## src/rtl/core/tgs_pkg.sv

```systemverilog
// Shared types and constants of the tiled gradient sum block.
package tgs_pkg;

    localparam int INNER_MAX   = 1024;
    localparam int MAX_TILES   = 4;
    localparam int EW          = $clog2(INNER_MAX);
    localparam int TW          = 2;
    localparam int QUEUE_DEPTH = 4;
    localparam int QW          = $clog2(QUEUE_DEPTH);

    localparam int ACC_W = 34;
    localparam int SUM_W = 20;

    localparam logic signed [15:0] WEIGHT_ONE = 16'sd16384;

    typedef enum logic [2:0] {
        CFG_TILE_COUNT  = 3'd0,
        CFG_INNER_SIZE  = 3'd1,
        CFG_USE_COEFF   = 3'd2,
        CFG_GRAD_ENABLE = 3'd3,
        CFG_COEFF_0     = 3'd4,
        CFG_COEFF_1     = 3'd5,
        CFG_COEFF_2     = 3'd6,
        CFG_COEFF_3     = 3'd7
    } t_cfg_index;

    // One classified sample on its way from front to back.
    typedef struct packed {
        logic signed [15:0] grad;
        logic signed [15:0] weight;
        logic [EW-1:0]      addr;
        logic               first_tile;
        logic               last_tile;
        logic               last_elem;
    } t_item;

endpackage

```

## src/rtl/core/tgs_queue.sv

```systemverilog
// Short item queue between front and back.
module tgs_queue (
    input  logic           i_clk,
    input  logic           i_rst_n,
    input  logic           i_push,
    input  tgs_pkg::t_item i_item,
    input  logic           i_pop,
    output logic           o_valid,
    output tgs_pkg::t_item o_item,
    output logic           o_full
);
    import tgs_pkg::*;

    t_item       r_mem [QUEUE_DEPTH];
    logic [QW-1:0] r_wr_ptr;
    logic [QW-1:0] r_rd_ptr;
    logic [QW:0]   r_count;

    assign o_valid = (r_count != '0);
    assign o_full  = (r_count == (QW+1)'(QUEUE_DEPTH));
    assign o_item  = r_mem[r_rd_ptr];

    always_ff @(posedge i_clk) begin
        if (i_push) begin
            r_mem[r_wr_ptr] <= i_item;
        end
    end

    always_ff @(posedge i_clk) begin
        if (!i_rst_n) begin
            r_wr_ptr <= '0;
            r_rd_ptr <= '0;
            r_count  <= '0;
        end else begin
            if (i_push) begin
                r_wr_ptr <= r_wr_ptr + QW'(1);
            end
            if (i_pop) begin
                r_rd_ptr <= r_rd_ptr + QW'(1);
            end
            case ({i_push, i_pop})
                2'b10:   r_count <= r_count + (QW+1)'(1);
                2'b01:   r_count <= r_count - (QW+1)'(1);
                default: ;
            endcase
        end
    end

    a_no_push_full: assert property (@(posedge i_clk) disable iff (!i_rst_n)
        o_full |-> !i_push)
        else $error("queue pushed while full");

    a_no_pop_empty: assert property (@(posedge i_clk) disable iff (!i_rst_n)
        i_pop |-> o_valid)
        else $error("queue popped while empty");

    a_count_step: assert property (@(posedge i_clk) disable iff (!i_rst_n)
        (r_count == $past(r_count)) || (r_count == $past(r_count) + 1)
        || (r_count == $past(r_count) - 1))
        else $error("queue count jumped");

endmodule

```

## config.mk

```make
export PLATFORM = sky130hd
export DESIGN_NAME = tgs_queue
export DESIGN_NICKNAME = d
export VERILOG_FILES = /design/src/rtl/core/tgs_pkg.sv /design/src/rtl/core/tgs_queue.sv
export SDC_FILE = /design/constraint.sdc
export NUM_CORES = 1
export LEC_CHECK = 0
export BUFFER_PORTS_ARGS = -buffer_cell sky130_fd_sc_hd__buf_2
export CORE_ASPECT_RATIO = 1.1
export CORE_MARGIN = 2
export CORE_UTILIZATION = 45
export DETAILED_ROUTE_END_ITERATION = 7
export PLACE_DENSITY = 0.7
export SLEW_MARGIN = 5
export SYNTH_ARGS = -nofsm -noshare
export SYNTH_HDL_FRONTEND = slang
export SYNTH_SLANG_ARGS = --single-unit
```

## constraint.sdc

```tcl
create_clock -name i_clk -period 4.7 [get_ports i_clk]
set_input_delay 0.235 -clock i_clk [delete_from_list [all_inputs] [get_ports i_clk]]
set_output_delay 0.235 -clock i_clk [all_outputs]
set_load 0.05 [all_outputs]
```

# Yosys cells after proc, flatten, opt, wreduce, memory -nomap -nowiden
# Memory sizes are Yosys's and may differ from the RTL's. A register that Yosys moved wholly into a read port is not among the register bits.
# Index checks and enable logic that the tools add are counted.
[totals]
ff_bits = 7
latch_bits = 0
mem_bits_rw = 180
mem_bits_ro = 0
input_bits = 49
out_inout_bits = 47
elab_cells = 18
memories = 1
[mem_list]
columns = ["name", "words", "width", "read_ports", "rd_clocked_by_memory_dff", "write_ports", "line", "text"]
rows = [
  ["r_mem", 4, 45, 1, 1, 1, "tgs_queue.sv:14", "t_item r_mem [QUEUE_DEPTH];"],
]
[op_classes]
addsub = 4
multipliers = 0
div_mod_pow = 0
magnitude_cmp = 0
eq_ne = 3
n_shift = 0
mux = 5
n_bitwise = 0
n_reduce_logical = 2
[op_table]
columns = ["op", "n"]
rows = [
  ["$pmux W3 S2", 1],
  ["$add A2 B1 Y2 const B", 2],
  ["$mux W2", 2],
  ["$add A3 B1 Y3 const B", 1],
  ["$eq A3 B3 Y1 const B", 1],
  ["$reduce_bool A3 Y1", 1],
  ["$sub A3 B1 Y3 const B", 1],
  ["$eq A2 B1 Y1 const B", 1],
  ["$eq A2 B2 Y1 const B", 1],
  ["$mux W1", 2],
  ["$reduce_bool A2 Y1", 1],
]

# Logic depth before layout (Yosys ltp)
[logic_depth]
depth_word = 3
ltp_mapped = 6
depth_no_buf = 6

# Least setup slack after synthesis
# Ideal clock, no wire load.
[synth_path]
path_type = "register -> register"
startpoint = "register r_wr_ptr[0]"
endpoint = "memory r_mem[2][0] in the netlist's numbering, enable pin"
arrival_ns = 1.621
setup_slack_ns = 2.672
stages_incl_launch_ff = 4
n_path_buf = 0
period_less_slack_ns = 2.028
path_cell_list = "dfxtp_1 -> inv_1 -> ha_1 -> and2_1"
[synth_lines]
columns = ["element", "line", "text"]
rows = [
  ["start: declaration", "tgs_queue.sv:15", "logic [QW-1:0] r_wr_ptr;"],
  ["start signal: assignment", "tgs_queue.sv:36", "r_wr_ptr <= r_wr_ptr + QW'(1);"],
  ["end: declaration", "tgs_queue.sv:14", ""],
]
# Straight into the memory's write port.

==> results.txt <==
----------------------------------------------------
[Run status]
  Outcome ... completed

[Route]
  Routed length per instance ... 19.2 um
  Remaining antenna violation count ... 0
  Routed wl met2 ... 6030 um
  Met1 layer wirelength in the final routing ... 4560 um
  Total Wirelength ... 11,400 um
  Drt initial violations ... 163
  DRC viols ... 0
  Top layer used by detailed routing ... met5
  Sum of met3 wire segment lengths after detailed routing ... 587 um
  Post-detailed-route via-to-cell ratio ... 5.18
  Detailed-routing iteration count for the pre-antenna-repair pass ... 4
  Count of vias placed by the detailed router ... 3,083

[Logic synthesis]
  Number of standard cells after synthesis ... 277
  Part of the Yosys area used for sequential elements ... 79.8%
  Number of different library cells in the post-synthesis netlist ... 21
  Synth area leaders ... edfxtp_1, mux4_2, dfxtp_1
  Share of Yosys cell area claimed by the top area cell type ... 77.3%
  Count of flip-flops with a built-in enable after synthesis ... 180
  Net count after synthesis ... 332
  Commonest cells post-synth ... edfxtp_1, mux4_2, and2_1, dfxtp_1
  Average instance area after synthesis ... 25.3 um2
  Async set-reset flop share out of synthesis ... 0%
  Most numerous cell in the Yosys netlist ... edfxtp_1
  Top_reg_cell synth ... edfxtp_1
  Number of synthesized register bits ... 189
  Combined area of all synthesized cells ... 0.00700 mm2
  Largest area contributor in the synthesized netlist ... edfxtp_1
  Synth warn ... 0

[Clock tree]
  Clock transition at the registers of the reported paths ... 60 ps
  # hold bufs at CTS ... 0
  Number of buffers on the longest clock path ... 2
  Clock insertion delay at the later pin of the skew report ... 420 ps
  Post-CTS resize count ... 0
  Total clock buffers created by CTS ... 17
  Cell chosen for the clock root ... clkbuf_16
  Setup Fix Bufs, Post-CTS ... 0
  Maximum level of the CTS H-tree ... 4
  CTS sink count ... 189
  TritonCTS clock tree ... yes

[STA]
  Post-layout minimum cycle time ... 2540 ps
  Final WS setup ... 2160 ps
  Total of endpoints with negative setup slack in the final report ... 0
  RSZ-0062 raised after global routing ... no
  Transition time at the pin with the least slew margin ... 920 ps
  Maximum clock skew at final layout ... 5.45 ps
  Top achievable clock speed ... 394 MHz
  Share of the cycle needed by the critical path after routing ... 54.0%
  Number of max-slew violations in the final report ... 0
  Hold_ws ... 27.4 ps
  Aggregate negative setup slack ... 0 ps
  Number of endpoints with negative hold slack in the final report ... 0
  Worst-case headroom to the max-slew limit ... 38.7%

[Finish]
  Area of the multi-input gates ... 0.00129 mm2
  # fillers ... 1,160
  Share of post-route cells with drive strength above 1 ... 43.4%
  Post-Layout Inst Area ... 0.00825 mm2
  Total area of sequential cells ... 0.00559 mm2
  Number of nets in the layout ... 441
  Post-route insts no fill ... 595
  Post-synthesis to final-layout area growth ... 18.0%
  Total inserted antenna cells ... 0

[Place]
  Dpl cell area ... 0.00765 mm2
  Final weighted congestion in routability-driven placement ... 0.654
  Detail Placement HPWL ... 6590 um
  Cells after DPL ... 563
  PortBufs ... 95
  DP Worst Slack ... 2520 ps

[Job]
  Number of max-cap violations ... 0

[Critical path]
  Worst Setup Path Type ... flop to output pin
  Crit end category ... output pin
  Startpoint kind of the worst setup timing path ... flop
  Crit Path Max Fanout ... 45
  Data required time at the worst endpoint ... 4470 ps
  Critical Path AT ... 2300 ps

[Floorplanning]
  Chip height ... 135 um
  Starting density of the core ... 46.3%
  Die outline width ... 123 um
  Die outline area ... 0.0166 mm2
  Number of top-level design ports ... 96
  Number of rows created at floorplan ... 47
  Core Region ... 0.0151 mm2

[Power]
  Power density relative to cell area ... 477 mW/mm2
  Leakage ... 2.81 nW
  Max IR drop VDD ... 231 uV

[Global route]
  Wire length of the first global-routing pass ... 17,800 um
  Overall Global Routing Usage ... 15.0%
  Grt total ovfl ... 0
  Initial antenna violation count ... 1
  Via count of the first global-routing pass ... 3,425
  Maximum number of pins on one net before global-route repair ... 46

[Hold path]
  Worst min path class ... input port to flop

----------------------------------------------------
[layer usage]
layer	global-route usage, %	vias to the layer above
li1	-	1387
met1	17.6	1603
met2	25.5	70
met3	4.31	21
met4	6.90	2
met5	0	-
[layout make-up]
| class | instances | area share (%) |
|---|---|---|
| sequential | 189 | 67.7 |
| clock buffer | 19 | 5.24 |
| multi-input combinational | 75 | 15.6 |
| tap | 196 | 2.97 |
| clock inverter | 13 | 2.09 |
| inverter | 3 | 0.136 |
| timing repair buffer | 100 | 6.21 |
[flip-flops by register name, summed over array words and instances (netlist names), named ones only]
name,flops
r_wr_ptr,2
r_mem,180
r_count,3
r_rd_ptr,2
[worst paths after layout]
| check | from | to | slack [ps] | cells after the start |
|---|---|---|---|---|
| worst min-delay path | i_item[31] | r_mem[1][31]$_DFFE_PP_ | 30 | 1 |
| worst min register to register | r_count[2]$_SDFFE_PN0P_ | r_count[2]$_SDFFE_PN0P_ | 510 | 2 |
| worst max-delay path | flop | o_item[38] | 2160 | 2 |
| worst max register to register | r_wr_ptr[0]$_SDFFE_PN0P_ | r_mem[3][23]$_DFFE_PP_ | 2810 | 3 |
[where the power goes]
group	internal (W)	switching, W	leakage, nW
Sequential	0.00193	0.0000493	1.73
Combinational	0.000161	0.000346	0.793
Clock	0.000882	0.000562	0.285
Total	0.00298	0.000957	2.81
[critical path, cell delays in order (launching register included)]
cell and delay (ps):
dfxtp_4 960, mux4_1 670, buf_2 230
[cells in the final DEF (no fill, tap or decap), drive strengths merged]
master      n
edfxtp    180
buf       100
mux4       45
clkbuf     19
dfxtp       9
and2        9
clkinv      6
ha          5
bufinv      4
inv         3
xnor2       3
clkinvlp    3
or3         2
xor2        2
mux2i       2
nor2b       2
nor3b       1
nand2       1
o21ai       1
a21boi      1
fa          1
[kinds of logic after synthesis]
kind of cell	after synthesis	synth area share [%]
adder cells (fa/ha/maj)	6	1.18
buffers and inverters	13	1.82
multiplexers	47	15.0
AND/OR/NAND/NOR	15	1.32
flip-flops	189	79.8
AO/OA/AOI/OAI	2	0.179
XOR/XNOR	5	0.626
[per-stage QoR]
stage          util [%]  power [W]
2_1_floorplan         -    0.00241
3_3_place_gp       50.6    0.00253
3_5_place_dp       50.6    0.00254
4_1_cts            54.6    0.00399
5_1_grt            54.6    0.00407
6_report           54.6    0.00393
No activity file was read; power rests on OpenSTA's default activity.
