==> config.mk <==
export PLATFORM = sky130hd
export DESIGN_NAME = tgs_front
export DESIGN_NICKNAME = d
export VERILOG_FILES = /design/src/rtl/core/tgs_pkg.sv /design/src/rtl/core/tgs_front.sv
export SDC_FILE = /design/constraint.sdc
export NUM_CORES = 1
export LEC_CHECK = 0
export ABC_CLOCK_PERIOD_IN_PS = 8500
export CORE_AREA = 3 3 110 112
export CTS_CLUSTER_SIZE = 40
export DETAILED_ROUTE_END_ITERATION = 10
export DIE_AREA = 0 0 113 115
export DONT_BUFFER_PORTS = 1
export SLEW_MARGIN = 20
export SYNTH_ARGS = -nofsm -noshare
export SYNTH_HDL_FRONTEND = slang
export SYNTH_SLANG_ARGS = --single-unit
==> constraint.sdc <==
create_clock -name i_clk -period 8.5 [get_ports i_clk]
set_input_delay 0.85 -clock i_clk [delete_from_list [all_inputs] [get_ports i_clk]]
set_output_delay 0.85 -clock i_clk [all_outputs]
set_load 0.05 [all_outputs]
==> src/rtl/core/tgs_pkg.sv <==
// Shared types and constants of the tiled gradient sum block.
package tgs_pkg;

    localparam int INNER_MAX   = 1024;
    localparam int MAX_TILES   = 4;
    localparam int EW          = $clog2(INNER_MAX);
    localparam int TW          = 2;
    localparam int QUEUE_DEPTH = 4;
    localparam int QW          = $clog2(QUEUE_DEPTH);

    localparam int ACC_W = 34;
    localparam int SUM_W = 20;

    localparam logic signed [15:0] WEIGHT_ONE = 16'sd16384;

    typedef enum logic [2:0] {
        CFG_TILE_COUNT  = 3'd0,
        CFG_INNER_SIZE  = 3'd1,
        CFG_USE_COEFF   = 3'd2,
        CFG_GRAD_ENABLE = 3'd3,
        CFG_COEFF_0     = 3'd4,
        CFG_COEFF_1     = 3'd5,
        CFG_COEFF_2     = 3'd6,
        CFG_COEFF_3     = 3'd7
    } t_cfg_index;

    // One classified sample on its way from front to back.
    typedef struct packed {
        logic signed [15:0] grad;
        logic signed [15:0] weight;
        logic [EW-1:0]      addr;
        logic               first_tile;
        logic               last_tile;
        logic               last_elem;
    } t_item;

endpackage

==> src/rtl/core/tgs_front.sv <==
// Front end: configuration registers, tile and element counters, item classification.
module tgs_front (
    input  logic                 i_clk,
    input  logic                 i_rst_n,
    input  logic                 i_cfg_we,
    input  logic [2:0]           i_cfg_index,
    input  logic [15:0]          i_cfg_data,
    input  logic                 i_accept,
    input  logic signed [15:0]   i_grad_value,
    output logic                 o_push,
    output tgs_pkg::t_item       o_item
);
    import tgs_pkg::*;

    logic [2:0]         r_tile_count;
    logic [10:0]        r_inner_size;
    logic               r_use_coeff;
    logic               r_grad_enable;
    logic signed [15:0] r_coeff [MAX_TILES];
    logic [EW-1:0]      r_elem;
    logic [TW-1:0]      r_tile;

    logic [2:0]    tiles;
    logic [2:0]    tiles_m1;
    logic [10:0]   inner;
    logic [10:0]   inner_m1;
    logic [EW-1:0] e;
    logic [TW-1:0] t;
    logic          last_elem;
    logic          last_tile;
    logic [EW-1:0] n_elem;
    logic [TW-1:0] n_tile;

    always_comb begin
        if (r_tile_count == 3'd0) begin
            tiles = 3'd1;
        end else if (r_tile_count > 3'(MAX_TILES)) begin
            tiles = 3'(MAX_TILES);
        end else begin
            tiles = r_tile_count;
        end
        if (r_inner_size == 11'd0) begin
            inner = 11'd1;
        end else if (r_inner_size > 11'(INNER_MAX)) begin
            inner = 11'(INNER_MAX);
        end else begin
            inner = r_inner_size;
        end
        tiles_m1 = tiles - 3'd1;
        inner_m1 = inner - 11'd1;

        // Indices beyond a shrunk size count as the last position
        e = ({1'b0, r_elem} >= inner) ? inner_m1[EW-1:0] : r_elem;
        t = ({1'b0, r_tile} >= tiles) ? tiles_m1[TW-1:0] : r_tile;
        last_elem = (e == inner_m1[EW-1:0]);
        last_tile = (t == tiles_m1[TW-1:0]);

        if (last_elem) begin
            n_elem = '0;
            n_tile = last_tile ? '0 : t + TW'(1);
        end else begin
            n_elem = e + EW'(1);
            n_tile = t;
        end

        o_item.grad       = i_grad_value;
        o_item.weight     = r_use_coeff ? r_coeff[t] : WEIGHT_ONE;
        o_item.addr       = e;
        o_item.first_tile = (t == '0);
        o_item.last_tile  = last_tile;
        o_item.last_elem  = last_elem;
        o_push            = i_accept && r_grad_enable;
    end

    always_ff @(posedge i_clk) begin
        if (!i_rst_n) begin
            r_tile_count  <= 3'd1;
            r_inner_size  <= 11'd1;
            r_use_coeff   <= 1'b0;
            r_grad_enable <= 1'b1;
            for (int i = 0; i < MAX_TILES; i++) begin
                r_coeff[i] <= WEIGHT_ONE;
            end
            r_elem <= '0;
            r_tile <= '0;
        end else begin
            if (i_cfg_we) begin
                case (t_cfg_index'(i_cfg_index))
                    CFG_TILE_COUNT:  r_tile_count  <= i_cfg_data[2:0];
                    CFG_INNER_SIZE:  r_inner_size  <= i_cfg_data[10:0];
                    CFG_USE_COEFF:   r_use_coeff   <= i_cfg_data[0];
                    CFG_GRAD_ENABLE: r_grad_enable <= i_cfg_data[0];
                    CFG_COEFF_0:     r_coeff[0]    <= i_cfg_data;
                    CFG_COEFF_1:     r_coeff[1]    <= i_cfg_data;
                    CFG_COEFF_2:     r_coeff[2]    <= i_cfg_data;
                    CFG_COEFF_3:     r_coeff[3]    <= i_cfg_data;
                    default: ;
                endcase
            end
            // Disabled transactions leave the counters alone
            if (o_push) begin
                r_elem <= n_elem;
                r_tile <= n_tile;
            end
        end
    end

endmodule

# Yosys cells after proc, flatten, opt, wreduce, memory -nomap -nowiden
# Memories as Yosys holds them, arrays and structs flattened.
# Index checks and enable logic that the tools add are counted.
# word_totals
mem_bits_ro,0
ff_bits,28
out_inout_bits,46
in_bits,39
latchBits,0
ram_bits,64
mem_count,1
# mem_list
name,depth,word_bits,rd,rd_clocked_by_memory_dff,write_ports,line,text
r_coeff,4,16,1,0,4,tgs_front.sv:19,logic signed [15:0] r_coeff [MAX_TILES];
# classes
reduce_logical,9
n_bitwise,4
n_eq_ne,9
n_lt_le_gt_ge,4
multipliers,0
div,0
shifts,0
addsub,4
muxes,31
# op_table
cell,count
16-bit two-way mux,5
11-bit two-way mux,2
10-bit two-way mux,2
1-bit two-way mux,17
3-bit == test (second input constant),4
10-bit by 11-bit greater-or-equal comparator with 1-bit output,1
11-bit > comparator (second input constant),1
11-bit logical NOT,1
10-bit by 1-bit adder with 10-bit output (second input constant),1
10-bit == test,1
10-bit by 1-bit subtractor with 10-bit output (second input constant),1
2-bit AND reduction,4
3-bit by 2-bit == test with 1-bit output (second input constant),2
3-bit logical NOT,2
2-bit two-way mux,3
3-bit two-way mux,2
1-bit OR,4
3-bit by 1-bit == test with 1-bit output (second input constant),1
2-bit by 3-bit greater-or-equal comparator with 1-bit output,1
3-bit > comparator (second input constant),1
2-bit by 1-bit adder with 2-bit output (second input constant),1
2-bit == test,1
2-bit logical NOT,1
2-bit by 1-bit subtractor with 2-bit output (second input constant),1
1-bit logical AND,1

# Longest topological paths before layout
# logic_depth
ltp_word,8
mapped_depth,18
mapped_depth_nobuf,15

# Worst setup path before layout
# Ideal clock, no wire load.
# synth_timing
path_kind,flip-flop to flip-flop
from,register r_inner_size[8]
to,register r_elem[8]
period_less_slack_ps,5019
arrival_ps,4901
setup_ps,117
required_time_ps,8383
slack_ps,3481
stages_incl_launch_ff,18
path_cell_list,dfxtp_1 > buf_6 > or4_4 > o41ai_4 > ha_1 > nand2b_1 > a211oi_1 > o311a_1 > o21ai_1 > buf_2 > nor2_1 > a21oi_1 > ha_1 > nand2_1 > o41ai_1 > nand3_1 > xnor2_1 > a32o_1
# synth_lines
element,line,text
"start, declared",tgs_front.sv:16,logic [10:0] r_inner_size;
"start signal, assigned",tgs_front.sv:90,CFG_INNER_SIZE: r_inner_size <= i_cfg_data[10:0];
"end signal, assigned",tgs_front.sv:102,r_elem <= n_elem;
"end, declared",tgs_front.sv:20,logic [EW-1:0] r_elem;

==> summary.md <==
| Metric | Value |
|---|---|
| Outcome | `finished clean` |
| Wire per inst | `19.9 um` |
| Worst Max-Slew Pin Slew | `1150 ps` |
| H-tree Lvls | `3` |
| Post-CTS Setup Bufs | `0` |
| Hold_buf cts | `0` |
| Seq cells post-synth | `92` |
| Filler cells | `1044` |
| CP dominant cell by count | `ha_1` |
| Via density | `a little over 6` |
| Grt ovf | `0` |
| Clk buf depth | `2` |
| Pwr Density | `368 nW/um^2` |
| Worst-path clk slew | `70 ps` |
| RR Endpoint | `r_elem[8]` |
| Worst Reg-to-Reg Cells | `15` |
| Starting Density | `0.490` |
| Hold Crit Start | `r_grad_enable` |
| Worst Hold Class | `flop to flop` |
| Critical path endpoint category | `flop` |
| Clock Latency Late Sink | `350 ps` |
| Synth Flop Type | `edfxtp_1` |
| Routed WL | `around 13000 um` |
| Mapped Nets | `580` |
| CP delay by family, top | `compound AO/OA/AOI/OAI gates` |
| Layout cells sized above 1 | `0.131` |
| Syn Std Cell Area | `between 5000 and 6000 um^2` |
| Synth area leaders | `edfxtp_1 35%, dfxtp_1 10%, and2_1 8.7%` |
| First-pass GRT wire length | `between 20000 and 25000 um` |
| Num rows | `39` |
| Peak VDD IR | `0.356 mV` |
| Vias in the first global route | `3907` |
| Max Freq | `186 MHz` |
| TritonCTS Buffers | `9` |
| Worst Slack Setup Final | `3140 ps` |
| Slew Viols, Final | `0` |
| Nets@finish | `559` |
| Initial antenna violation count | `0` |
| WS Path Type | `flop to flop` |
| Period utilization | `0.631` |
| Launching point of the worst reg2reg path | `r_inner_size[7]` |
| DRT Pass-1 Iters | `6` |
| Post-synth EDFFs | `64` |
| Die ar. | `roughly 13000 um^2` |
| RSZ-0062 raised after global routing | `no` |
| Hold endpoint | `r_grad_enable` |
| CP Launch Type | `flop` |
| Worst setup slack after placement | `3140 ps` |
| Peak per-stage delay on the critical path | `860 ps` |
| Largest net degree at the start of global routing | `28` |
| DRC | `0` |
| P&R area growth vs syn | `5.53%` |
| # port buffers | `0` |
| Final hold violations | `0` |
| Mapped Cells | `526` |
| CP Max Fanout | `13` |
| CP cell instances | `or4_4, o41ai_4, ha_1, nand2b_1, a211oi_1, o311a_1, o21a_1, nor2_1, a21oi_1, ha_1, nand2_1, o41ai_1, nand3_1, xnor2_1, a32o_1` |
| Sequential-to-total area share from yosys stat | `0.447` |
| Die width | `113 um` |
| CTS resizes | `0` |
| Slew margin rel. | `0.232` |
| Diodes inserted | `0` |
| Clock sinks | `92` |
| Root Buffer Master | `clkbuf_16` |
| Detail Placement HPWL | `9050 um` |
| Top-area cell type share of the netlist area | `0.346` |
| Setup Viol. Count Final | `0` |
| FFs w/ async S/R, synth | `0` |
| YS warnings | `0` |
| Die Height | `~120 um` |
| I/O Pins | `85` |
| Syn avg cell area | `10.5 um^2` |
| Leak | `2.06 nW` |
| Hold Path Stages | `2` |
| Total Routing Usage GR | `0.211` |
| Most common cell after layout, fill and taps aside | `and2_1` |
| Antenna Nets Post-Route | `0` |
| Critical Path RT | `8740 ps` |
| Sum Neg Setup Slack | `0 ps` |
| Worst EP arrival | `5610 ps` |
| Core Box Area | `11300 um^2` |
| Iter 0 DRT Violations | `332` |
| Via count | `3958` |
| Max-Cap Viols | `0` |
| Synth area leader | `edfxtp_1` |
| Most frequent cells in the layout | `77 x and2_1, 64 x edfxtp_1, 52 x nand2_1, 28 x dfxtp_1, 18 x nor2_1` |
| Yosys cell types | `69` |
| Clock skew | `6.12 ps` |
| CTS tree | `built` |
| WP buf/inv | `0` |
| Crit-path slowest cell | `a21oi_1` |
| GPL Wtd Cong | `0.890` |
| Reg2Reg Setup Slack | `around 3100 ps` |
| Design Power | `between 2 and 2.5 mW` |
| Min cycle time layout | `~5400 ps` |
## worst max-delay path by stage
| stage | startpoint | to | cells after the start |
|---|---|---|---|
| 3_5_place_dp | r_inner_size[7] | r_elem[8] | 15 |
| 3_3_place_gp | r_inner_size[7] | r_elem[8] | 15 |
| 5_1_grt | r_inner_size[7] | r_elem[8] | 15 |
| 6_report | r_inner_size[7] | r_elem[8] | 15 |
| 2_1_floorplan | r_inner_size[8] | r_elem[8] | 17 |
| 4_1_cts | r_inner_size[7] | r_elem[8] | 15 |
## layout make-up
class | count | area, um^2 | share of cell area
multi-input combinational | 378 | 2780 | 0.475
sequential | 92 | 2480 | 0.424
clock buffer | 10 | 229 | 0.0391
tap | 143 | 179 | 0.0306
timing repair buffer | 13 | 97.6 | 0.0167
clock inverter | 6 | 46.3 | 0.00791
inverter | 11 | 41.3 | 0.00705
## flip-flops by register name, summed over array words and instances, names as in the netlist
register,cells
r_coeff,64
r_inner_size,11
r_elem,10
r_tile_count,3
r_tile,2
r_grad_enable,1
r_use_coeff,1
## where the power goes
group,switching (mW),internal (mW)
Combinational,0.857,0.355
Sequential,0.0414,0.519
Clock,0.180,0.202
Total,1.08,1.08
## per-layer routing
metal / wire (um) / GRT usage
met2: 6190 / 0.340
met3: 828 / 0.0426
met5: 0 / 0
met4: 206 / 0.0665
met1: 5740 / 0.289
## cells in the mapped netlist, types with 8 or more instances
| library cell | instances |
|---|---|
| a21oi_1 | 12 |
| mux2i_1 | 11 |
| nor2b_1 | 10 |
| o21ai_0 | 19 |
| dfxtp_1 | 28 |
| clkbuf_1 | 14 |
| nor2_1 | 21 |
| a31oi_1 | 8 |
| edfxtp_1 | 64 |
| a21boi_0 | 13 |
| nand2b_1 | 17 |
| buf_2 | 8 |
| mux4_2 | 15 |
| a32o_1 | 8 |
| buf_4 | 18 |
| ha_1 | 15 |
| nand2_1 | 52 |
| and2_1 | 77 |
| nand3_1 | 11 |
| xnor2_1 | 10 |
| inv_1 | 9 |
## through the flow
| stage | cells | utilization | area (um^2) | hold WS [ps] |
|---|---|---|---|---|
| final | 653 | 0.517 | 5850 | 533 |
| after global routing | 653 | 0.517 | 5850 | 567 |
| after CTS | 653 | 0.517 | 5850 | 541 |
| after detailed placement | 637 | 0.493 | 5580 | 524 |
| after global placement | 637 | 0.492 | 5570 | 503 |
| after floorplan | 526 | - | 5550 | 468 |
## kinds of logic after synthesis
group | synth area share
compound gates | 0.120
xor+xnor | 0.0205
fa+ha+maj | 0.0338
buf+inv | 0.0546
flops | 0.447
mux | 0.0916
simple gates | 0.232
## worst reg2reg max path: cells and delay by family (launching register included)
kind	cells	cell delay, ps
AND/OR/NAND/NOR	5	1080
flip-flops	1	420
AO/OA/AOI/OAI	7	2920
adder cells (fa/ha/maj)	2	700
XOR/XNOR	1	150
(Power assumes the default switching activity.)
